File: src/rtl/ppp_pkg.sv
// path payload parser package: result record, step bundle, item kinds and constants
// used by ppp_core and path_payload_parser; depends on nothing else
package ppp_pkg;

  localparam int FRAME_LENGTH_W = 21;

  // item kinds
  localparam logic [2:0] KIND_META     = 3'd0;
  localparam logic [2:0] KIND_POINT    = 3'd1;
  localparam logic [2:0] KIND_COMPLETE = 3'd2;
  localparam logic [2:0] KIND_DROPPED  = 3'd3;
  localparam logic [2:0] KIND_FRAME_END = 3'd4;

  // configuration register indexes
  localparam logic REG_FORMAT_U16 = 1'b0;
  localparam logic REG_FORMAT_F32 = 1'b1;

  // block sizes in bytes
  localparam int META_ENTRY_BYTES = 12;
  localparam int U16_POINT_BYTES  = 10;
  localparam int F32_POINT_BYTES  = 11;
  localparam int KEY_BYTES        = 8;

  localparam int MAX_RESULTS = 3;

  typedef struct packed {
    logic [2:0]  item_kind;
    logic [7:0]  path_format;
    logic [63:0] meta_key;
    logic [3:0]  key_length;
    logic [31:0] meta_value;
    logic [31:0] point_x;
    logic [31:0] point_y;
    logic [15:0] color_r;
    logic [15:0] color_g;
    logic [15:0] color_b;
    logic        last_of_run;
  } result_t;

  typedef struct packed {
    logic [1:0]                    count;
    result_t [MAX_RESULTS-1:0]     slot;
  } step_t;

  // blank result of a given kind
  function automatic result_t make_result(input logic [2:0] kind, input logic [7:0] fmt);
    result_t r;
    r = '0;
    r.item_kind   = kind;
    r.path_format = fmt;
    return r;
  endfunction

endpackage

File: src/rtl/ppp_core.sv
// path payload parser core: frame tracking, path parse state and format registers
// works out every result of one byte in a single pass; uses ppp_pkg
module ppp_core #(
  parameter int MAX_FRAME_BYTES = 1048576
) (
  input  logic                              clk,
  input  logic                              rst,
  input  logic                              accept,
  input  logic [7:0]                        data_byte,
  input  logic                              frame_start,
  input  logic [ppp_pkg::FRAME_LENGTH_W-1:0] frame_length,
  input  logic                              cfg_write,
  input  logic                              cfg_index,
  input  logic [7:0]                        cfg_data,
  output ppp_pkg::step_t                    step
);
  import ppp_pkg::*;

  localparam int FW = $clog2(MAX_FRAME_BYTES + 1);
  localparam int LW = (FW > FRAME_LENGTH_W) ? FW : FRAME_LENGTH_W;
  localparam int CW = (FW > 20) ? FW : 20;

  typedef enum logic [2:0] {
    PH_FORMAT  = 3'd0,
    PH_MCOUNT  = 3'd1,
    PH_META    = 3'd2,
    PH_CNT_LO  = 3'd3,
    PH_CNT_HI  = 3'd4,
    PH_POINTS  = 3'd5
  } phase_t;

  logic [7:0]    format_code_u16;
  logic [7:0]    format_code_f32;

  logic [FW-1:0] byte_offset, byte_offset_next;
  logic [FW-1:0] frame_size, frame_size_next;
  phase_t        phase, phase_next;
  logic [7:0]    current_format, current_format_next;
  logic [7:0]    meta_left, meta_left_next;
  logic [3:0]    field_byte, field_byte_next;
  logic [63:0]   key_shift, key_shift_next;
  logic [31:0]   value_shift, value_shift_next;
  logic [7:0]    count_low_byte, count_low_byte_next;
  logic [15:0]   points_left, points_left_next;
  logic [31:0]   coord_x_shift, coord_x_shift_next;
  logic [31:0]   coord_y_shift, coord_y_shift_next;
  logic [15:0]   red_shift, red_shift_next;
  logic [15:0]   green_shift, green_shift_next;
  logic          skip_rest, skip_rest_next;

  // one byte: frame handling, path parse, frame end
  always_comb begin
    logic [1:0]    n;
    result_t       r;
    logic [FW-1:0] pos;
    logic [FW-1:0] rem;
    logic [LW-1:0] len_ext;
    logic [FW-1:0] len_sat;
    logic [CW-1:0] rem_ext;
    logic [CW-1:0] need;
    logic [3:0]    fb;
    logic [3:0]    kl;
    logic [15:0]   pc;
    logic [15:0]   bl;
    logic          wide;
    logic          narrow;
    logic          done;

    byte_offset_next    = byte_offset;
    frame_size_next     = frame_size;
    phase_next          = phase;
    current_format_next = current_format;
    meta_left_next      = meta_left;
    field_byte_next     = field_byte;
    key_shift_next      = key_shift;
    value_shift_next    = value_shift;
    count_low_byte_next = count_low_byte;
    points_left_next    = points_left;
    coord_x_shift_next  = coord_x_shift;
    coord_y_shift_next  = coord_y_shift;
    red_shift_next      = red_shift;
    green_shift_next    = green_shift;
    skip_rest_next      = skip_rest;

    n       = '0;
    step    = '0;
    r       = '0;
    pos     = '0;
    rem     = '0;
    rem_ext = '0;
    need    = '0;
    fb      = '0;
    kl      = '0;
    pc      = '0;
    bl      = '0;
    wide    = 1'b0;
    narrow  = 1'b0;
    done    = 1'b0;

    // new frame: abandon any open path, saturate the length
    len_ext = LW'(frame_length);
    if (len_ext > LW'(MAX_FRAME_BYTES)) len_sat = FW'(MAX_FRAME_BYTES);
    else len_sat = FW'(frame_length);

    if (frame_start) begin
      if (byte_offset < frame_size && !skip_rest && phase != PH_FORMAT) begin
        step.slot[n] = make_result(KIND_DROPPED, current_format);
        n = n + 2'd1;
      end
      frame_size_next  = len_sat;
      byte_offset_next = '0;
      phase_next       = PH_FORMAT;
      skip_rest_next   = 1'b0;
      field_byte_next  = '0;
      if (len_sat == '0) begin
        step.slot[n] = make_result(KIND_FRAME_END, 8'd0);
        n = n + 2'd1;
      end
    end

    if (byte_offset_next < frame_size_next) begin
      pos     = byte_offset_next + FW'(1);
      rem     = frame_size_next - pos;
      rem_ext = CW'(rem);
      fb      = field_byte_next;

      if (!skip_rest_next) begin
        case (phase_next)
          PH_FORMAT: begin
            current_format_next = data_byte;
            if (rem == '0) begin
              step.slot[n] = make_result(KIND_DROPPED, data_byte);
              n = n + 2'd1;
              skip_rest_next = 1'b1;
              phase_next     = PH_FORMAT;
            end else begin
              phase_next = PH_MCOUNT;
            end
          end

          PH_MCOUNT: begin
            meta_left_next  = data_byte;
            field_byte_next = '0;
            need = CW'(data_byte) * CW'(META_ENTRY_BYTES);
            if (rem_ext < need || (data_byte == 8'd0 && rem_ext < CW'(2))) begin
              step.slot[n] = make_result(KIND_DROPPED, current_format_next);
              n = n + 2'd1;
              skip_rest_next = 1'b1;
              phase_next     = PH_FORMAT;
            end else if (data_byte != 8'd0) begin
              phase_next = PH_META;
            end else begin
              phase_next = PH_CNT_LO;
            end
          end

          PH_META: begin
            // key bytes then value bytes, both little-endian
            if (fb < 4'(KEY_BYTES)) key_shift_next[8*fb[2:0] +: 8] = data_byte;
            else value_shift_next[8*fb[1:0] +: 8] = data_byte;

            if (fb >= 4'(META_ENTRY_BYTES - 1)) begin
              // trim trailing zero key bytes
              for (int i = 0; i < KEY_BYTES; i++) begin
                if (key_shift_next[8*i +: 8] != 8'd0) kl = 4'(i + 1);
              end
              r = make_result(KIND_META, current_format_next);
              r.meta_key   = key_shift_next;
              r.key_length = kl;
              r.meta_value = value_shift_next;
              step.slot[n] = r;
              n = n + 2'd1;
              field_byte_next = '0;
              meta_left_next  = meta_left_next - 8'd1;
              if (meta_left_next == 8'd0) begin
                if (rem_ext < CW'(2)) begin
                  step.slot[n] = make_result(KIND_DROPPED, current_format_next);
                  n = n + 2'd1;
                  skip_rest_next = 1'b1;
                  phase_next     = PH_FORMAT;
                end else begin
                  phase_next = PH_CNT_LO;
                end
              end
            end else begin
              field_byte_next = fb + 4'd1;
            end
          end

          PH_CNT_LO: begin
            count_low_byte_next = data_byte;
            phase_next          = PH_CNT_HI;
          end

          PH_CNT_HI: begin
            pc     = {data_byte, count_low_byte_next};
            wide   = (current_format_next == format_code_u16);
            narrow = (current_format_next == format_code_f32);
            if (wide) need = CW'(pc) * CW'(U16_POINT_BYTES);
            else need = CW'(pc) * CW'(F32_POINT_BYTES);
            if ((!wide && !narrow) || rem_ext < need) begin
              step.slot[n] = make_result(KIND_DROPPED, current_format_next);
              n = n + 2'd1;
              skip_rest_next = 1'b1;
              phase_next     = PH_FORMAT;
            end else if (pc == 16'd0) begin
              step.slot[n] = make_result(KIND_COMPLETE, current_format_next);
              n = n + 2'd1;
              phase_next = PH_FORMAT;
            end else begin
              points_left_next = pc;
              field_byte_next  = '0;
              phase_next       = PH_POINTS;
            end
          end

          PH_POINTS: begin
            wide = (current_format_next == format_code_u16);
            if (wide) begin
              // five 16-bit codes, low byte first
              case (fb[3:1])
                3'd0: coord_x_shift_next = fb[0] ?
                        {16'd0, data_byte, coord_x_shift_next[7:0]} : {24'd0, data_byte};
                3'd1: coord_y_shift_next = fb[0] ?
                        {16'd0, data_byte, coord_y_shift_next[7:0]} : {24'd0, data_byte};
                3'd2: red_shift_next = fb[0] ?
                        {data_byte, red_shift_next[7:0]} : {8'd0, data_byte};
                3'd3: green_shift_next = fb[0] ?
                        {data_byte, green_shift_next[7:0]} : {8'd0, data_byte};
                default: begin
                  if (!fb[0]) begin
                    count_low_byte_next = data_byte;
                  end else begin
                    bl   = {data_byte, count_low_byte_next};
                    done = 1'b1;
                  end
                end
              endcase
            end else begin
              // two float words then three colour bytes
              if (fb < 4'd4) begin
                if (fb == 4'd0) coord_x_shift_next = '0;
                coord_x_shift_next[8*fb[1:0] +: 8] = data_byte;
              end else if (fb < 4'd8) begin
                if (fb == 4'd4) coord_y_shift_next = '0;
                coord_y_shift_next[8*fb[1:0] +: 8] = data_byte;
              end else if (fb == 4'd8) begin
                red_shift_next = {8'd0, data_byte};
              end else if (fb == 4'd9) begin
                green_shift_next = {8'd0, data_byte};
              end else begin
                bl   = {8'd0, data_byte};
                done = 1'b1;
              end
            end

            if (done) begin
              r = make_result(KIND_POINT, current_format_next);
              r.point_x = coord_x_shift_next;
              r.point_y = coord_y_shift_next;
              r.color_r = red_shift_next;
              r.color_g = green_shift_next;
              r.color_b = bl;
              step.slot[n] = r;
              n = n + 2'd1;
              field_byte_next  = '0;
              points_left_next = points_left_next - 16'd1;
              if (points_left_next == 16'd0) begin
                step.slot[n] = make_result(KIND_COMPLETE, current_format_next);
                n = n + 2'd1;
                phase_next = PH_FORMAT;
              end
            end else begin
              field_byte_next = fb + 4'd1;
            end
          end

          default: phase_next = PH_FORMAT;
        endcase
      end

      byte_offset_next = pos;
      if (pos == frame_size_next) begin
        step.slot[n] = make_result(KIND_FRAME_END, 8'd0);
        n = n + 2'd1;
      end
    end

    // mark the final result of this byte
    if (n != 2'd0) step.slot[n - 2'd1].last_of_run = 1'b1;
    step.count = n;
  end

  // state and format registers
  always_ff @(posedge clk) begin
    if (rst) begin
      format_code_u16 <= 8'd0;
      format_code_f32 <= 8'd1;
      byte_offset     <= '0;
      frame_size      <= '0;
      phase           <= PH_FORMAT;
      current_format  <= '0;
      meta_left       <= '0;
      field_byte      <= '0;
      points_left     <= '0;
      skip_rest       <= 1'b0;
    end else begin
      if (cfg_write) begin
        case (cfg_index)
          REG_FORMAT_U16: format_code_u16 <= cfg_data;
          REG_FORMAT_F32: format_code_f32 <= cfg_data;
          default: ;
        endcase
      end
      if (accept) begin
        byte_offset    <= byte_offset_next;
        frame_size     <= frame_size_next;
        phase          <= phase_next;
        current_format <= current_format_next;
        meta_left      <= meta_left_next;
        field_byte     <= field_byte_next;
        points_left    <= points_left_next;
        skip_rest      <= skip_rest_next;
      end
    end
  end

  // field assembly registers
  always_ff @(posedge clk) begin
    if (accept) begin
      key_shift      <= key_shift_next;
      value_shift    <= value_shift_next;
      count_low_byte <= count_low_byte_next;
      coord_x_shift  <= coord_x_shift_next;
      coord_y_shift  <= coord_y_shift_next;
      red_shift      <= red_shift_next;
      green_shift    <= green_shift_next;
    end
  end

endmodule

File: src/rtl/path_payload_parser.sv
// path payload parser top level: input handshake, result queue and output port
// uses ppp_pkg and ppp_core
//
//   channel  direction  handshake                      payload
//   input    in         in_valid / in_ready            data_byte, frame_start, frame_length
//   output   out        out_valid / out_ready          item_kind .. last_of_run
//   config   in         cfg_write (no wait)            cfg_index, cfg_data
//
// each byte is parsed in the cycle it is accepted and its zero to three results land
// in a three-deep result queue; the queue drains one result a cycle while out_ready is high
// a byte with at most one result sustains one byte a cycle while out_ready is high; a
// byte with more results holds the input while the queue drains to its last result
// a stalled output holds the input back while any result waits in the queue
// synchronous reset clears the frame state, the queue and sets the format codes to 0 and 1
module path_payload_parser #(
  parameter int MAX_FRAME_BYTES = 1048576
) (
  input  logic                               clk,
  input  logic                               rst,
  input  logic                               in_valid,
  output logic                               in_ready,
  input  logic [7:0]                         data_byte,
  input  logic                               frame_start,
  input  logic [ppp_pkg::FRAME_LENGTH_W-1:0] frame_length,
  input  logic                               cfg_write,
  input  logic                               cfg_index,
  input  logic [7:0]                         cfg_data,
  output logic                               out_valid,
  input  logic                               out_ready,
  output logic [2:0]                         item_kind,
  output logic [7:0]                         path_format,
  output logic [63:0]                        meta_key,
  output logic [3:0]                         key_length,
  output logic [31:0]                        meta_value,
  output logic [31:0]                        point_x,
  output logic [31:0]                        point_y,
  output logic [15:0]                        color_r,
  output logic [15:0]                        color_g,
  output logic [15:0]                        color_b,
  output logic                               last_of_run
);
  import ppp_pkg::*;

  step_t                     step;
  result_t [MAX_RESULTS-1:0] queue;
  logic [1:0]                queue_count;
  logic                      accept;
  logic                      pop;

  // take a byte when the queue is empty or about to be
  assign out_valid = (queue_count != 2'd0);
  assign pop       = out_valid && out_ready;
  assign in_ready  = (queue_count == 2'd0) || (queue_count == 2'd1 && out_ready);
  assign accept    = in_valid && in_ready;

  ppp_core #(
    .MAX_FRAME_BYTES(MAX_FRAME_BYTES)
  ) u_core (
    .clk          (clk),
    .rst          (rst),
    .accept       (accept),
    .data_byte    (data_byte),
    .frame_start  (frame_start),
    .frame_length (frame_length),
    .cfg_write    (cfg_write),
    .cfg_index    (cfg_index),
    .cfg_data     (cfg_data),
    .step         (step)
  );

  // result queue: load on accept, shift down on pop
  always_ff @(posedge clk) begin
    if (rst) begin
      queue_count <= 2'd0;
    end else if (accept) begin
      queue_count <= step.count;
    end else if (pop) begin
      queue_count <= queue_count - 2'd1;
    end
  end

  always_ff @(posedge clk) begin
    if (accept) begin
      queue <= step.slot;
    end else if (pop) begin
      queue[0] <= queue[1];
      queue[1] <= queue[2];
    end
  end

  // head of queue drives the output item
  assign item_kind   = queue[0].item_kind;
  assign path_format = queue[0].path_format;
  assign meta_key    = queue[0].meta_key;
  assign key_length  = queue[0].key_length;
  assign meta_value  = queue[0].meta_value;
  assign point_x     = queue[0].point_x;
  assign point_y     = queue[0].point_y;
  assign color_r     = queue[0].color_r;
  assign color_g     = queue[0].color_g;
  assign color_b     = queue[0].color_b;
  assign last_of_run = queue[0].last_of_run;

endmodule
File: config.mk
export PLATFORM = sky130hd
export DESIGN_NAME = path_payload_parser
export DESIGN_NICKNAME = d
export VERILOG_FILES = /design/src/rtl/ppp_pkg.sv /design/src/rtl/ppp_core.sv /design/src/rtl/path_payload_parser.sv
export SDC_FILE = /design/constraint.sdc
export NUM_CORES = 2
export LEC_CHECK = 0
export BUFFER_PORTS_ARGS = -buffer_cell sky130_fd_sc_hd__buf_2
export CORE_UTILIZATION = 40
export DETAILED_ROUTE_END_ITERATION = 8
export GPL_TIMING_DRIVEN = 0
export PLACE_DENSITY = 0.64
export SYNTH_ARGS = -nofsm -noshare
export SYNTH_HDL_FRONTEND = slang
export SYNTH_HIERARCHICAL = 1
export SYNTH_SLANG_ARGS = --single-unit
File: constraint.sdc
create_clock -name clk -period 34.7 [get_ports clk]
set_input_delay 5.205 -clock clk [delete_from_list [all_inputs] [get_ports clk]]
set_output_delay 5.205 -clock clk [all_outputs]
set_load 0.03 [all_outputs]
==> summary.md <==
| Metric | Value |
|---|---|
| Vias per Instance | `5.43` |
| Core area | `between 100000 and 150000 µm²` |
| Hold_buf cts | `0` |
| TritonCTS Buffers | `about 110` |
| WP data arrival | `around 17 ns` |
| Hold Crit Endpoint | `u_core/frame_size[4]` |
| Final min period | `roughly 17 ns` |
| Initial core utilization | `roughly 40%` |
| PD cells | `~61 nW/µm²` |
| Grt ovf | `0` |
| Non-Filler Instances | `between 7000 and 8000` |
| PostCTS Resize Cnt | `0` |
| Clock tree buffer depth | `3` |
| Max incr delay on CP | `around 0.76 ns` |
| Synth Register Bits | `972` |
| TritonCTS clock tree | `yes` |
| CP Launch Point | `frame_start` |
| H-tree levels | `3` |
| # DRC | `0` |
| Top_reg_cell synth | `edfxtp_1` |
| Async S/R FF share, synth | `0%` |
| Post-synth EDFFs | `~870` |
| Startpoint Class | `primary input` |
| Routed vias | `around 38000` |
| Mapped Nets | `5014` |
| Final core occ | `about 46%` |
| CP most frequent cell | `clkbuf_1` |
| Top reg by flops | `queue` |
| Root Buffer | `clkbuf_16` |
| Postcts setup bufs | `0` |
| Ys Warns | `6` |
| Reg clk slew, reported paths | `about 0.06 ns` |
| Worst Skew | `a little under 0.09 ns` |
| Pwr Total | `3760 µW` |
| Yosys top cell area share | `roughly 48%` |
| FF-to-FF setup slack | `around 25 ns` |
| Horiz. Die Dim | `370 µm` |
| Global-route wire length before repair | `232 mm` |
| Setup TNS | `0 ns` |
| Critical Path End Type | `flip-flop` |
| Die height | `370 µm` |
| Gpl congestion | `roughly 0.94` |
| Die ar. | `approximately 140000 µm²` |
| Placed Instances | `a little under 7000` |
| Final WL | `157 mm` |
| Final Max Slew Viols | `0` |
| Max FO, Critical Path | `10` |
| Max VDD drop | `between 0.00004 and 0.00005 V` |
| Sink Count | `just under 1000` |
| Max reg flops | `between 400 and 500` |
| Post-synthesis cell type count | `around 110` |
| Hold Path Depth | `2` |
| Status | `finished, final reports clean` |
| Vias in the first global route | `between 30000 and 40000` |
| R2R Path Start | `u_core/byte_offset[3]` |
| Drt first pass iters | `6` |
| Critical R2R Capture | `queue[309]` |
| Count leader, synth | `edfxtp_1` |
| Final setup violation count | `0` |
| Post-DR wirelength/cell | `22.3 µm` |
| Initial antenna violation count | `17` |
| Skew-Pair Late Insertion Delay | `0.75 ns` |
| Layout cell share with drive strength beyond 1 | `a little under a quarter` |
| Period utilisation layout | `between 40% and 50%` |
| DP Worst Slack | `approximately 17 ns` |
| Initial DRC Count | `just over 4000` |
| Synth top cells by count | `872 x edfxtp_1, 860 x nor2_1, 398 x mux2_4` |
| Leading area contributor after synthesis | `edfxtp_1` |
| Slowest-stage cell, CP | `clkbuf_1` |
| Global-route total usage across every layer | `between 20% and 30%` |
| Req. time, crit path | `35.19 ns` |
| Slew HR | `under 10%` |
| Worst R2R Path Depth | `30` |
| RSZ-0062 raised after global routing | `no` |
| Row cnt | `~130` |
| Area Overhead vs Synth | `13.5%` |
| Synthesized instance count | `4785` |
| Fin. Hold Viols | `0` |
| Final worst slack | `17.96 ns` |
| Synthesized area per cell | `roughly 11 µm²` |
| Fin nets | `between 5000 and 6000` |
| I/O Buffers | `267` |
| Leakage | `0.0254 µW` |
| Sequential element share of the synthesized area | `about 52%` |
| Number of max-cap violations | `0` |
| Achievable Freq | `59.7 MHz` |
| Worst setup path class | `primary input to flip-flop` |
| Post-route ant nets | `0` |
| Largest net degree at the start of global routing | `roughly 130` |
| HPWL after detailed placement | `113 mm` |
| Least-Margin Pin Slew | `between 1 and 1.5 ns` |
| IO Pins | `270` |
| Top cells by area, synth | `edfxtp_1 48%, mux2_4 11%, nor2_1 6.0%` |
| Hold_sp | `u_core/frame_size[4]` |
| Post-synthesis cell area | `between 50000 and 60000 µm²` |
| HP Class | `flip-flop to flip-flop` |
[per-stage QoR]
| step | hold slack (ns) | instance area [µm²] |
|---|---|---|
| floorplan | 0.444 | 54200 |
| CTS | 0.473 | 61500 |
| detailed placement | 0.465 | 58000 |
| finish | 0.474 | 61500 |
| global route | 0.494 | 61500 |
| global placement | 0.457 | 57700 |
[layout by cell type (no fill, tap or decap), types with 30 or more instances in the layout]
cell type / count
a22oi_1: 80
nand2_1: 223
xor2_1: 30
mux2i_1: 53
buf_4: 228
a21oi_1: 253
edfxtp_1: 872
mux2_2: 56
mux2_4: 398
clkbuf_1: 194
xnor2_1: 51
buf_6: 47
a21o_1: 35
ha_1: 168
inv_1: 349
nor3_1: 82
nand4_1: 42
clkbuf_16: 108
nor2_1: 858
nor2b_1: 50
dfxtp_1: 100
o21ai_0: 125
buf_2: 274
a32oi_1: 37
nand3_1: 63
[worst max-delay path: cells and delay by family]
family / cells / cell delay (ns)
XOR/XNOR: 1 / 0.08
AO/OA/AOI/OAI: 9 / 2.79
AND/OR/NAND/NOR: 12 / 2.25
adder cells (fa/ha/maj): 4 / 1.03
buffers and inverters: 13 / 5.47
multiplexers: 1 / 0.29
[per-layer routing]
layer  global-route usage [%]  wire length, µm  vias up
li1                         -                -    17591
met1                     31.5            67700    18746
met2                     34.7            70900     1602
met3                     4.46            14100      239
met4                     6.85             4120        6
met5                        0               41        -
[kinds of logic after synthesis]
| logic type | count (synthesis) | synth area share [%] |
|---|---|---|
| AOI/OAI and AO/OA | 732 | 8.77 |
| xor gates and xnor gates | 83 | 1.38 |
| adders and majority gates | 186 | 4.53 |
| buffers and inverters | 821 | 7.94 |
| DFF | 972 | 52.0 |
| muxes | 507 | 13.2 |
| and+or+nand+nor | 1484 | 12.2 |
[cell type report]
type                    instances  area, µm²
diodes                          4       10.0
plain buffers                 465       2960
clock buffers                 134       2850
clock inverters                65        606
fillers                     12397      72500
inverters                     356       1350
multi-input cells            2992      21700
flip-flops and latches        972      28200
well taps                    1768       2210
repair buffers                279       1610
[where the power goes]
group | internal (µW) | total, µW | leakage, µW | switching, µW
logic | 434 | 1040 | 0.0146 | 602
clock network | 631 | 1120 | 0.00169 | 492
registers | 1530 | 1600 | 0.00907 | 65.3
total | 2600 | 3760 | 0.0254 | 1160
[how the worst max path moves through the flow]
stage | endpoint | slack [ns]
floorplan | u_core/coord_x_shift[0] | 18.87
global placement | u_core/red_shift[1] | 12.81
detailed placement | queue[319] | 17.47
CTS | queue[329] | 18.19
global route | queue[329] | 17.49
finish | queue[309] | 17.96
No activity file was read; power rests on OpenSTA's default activity.
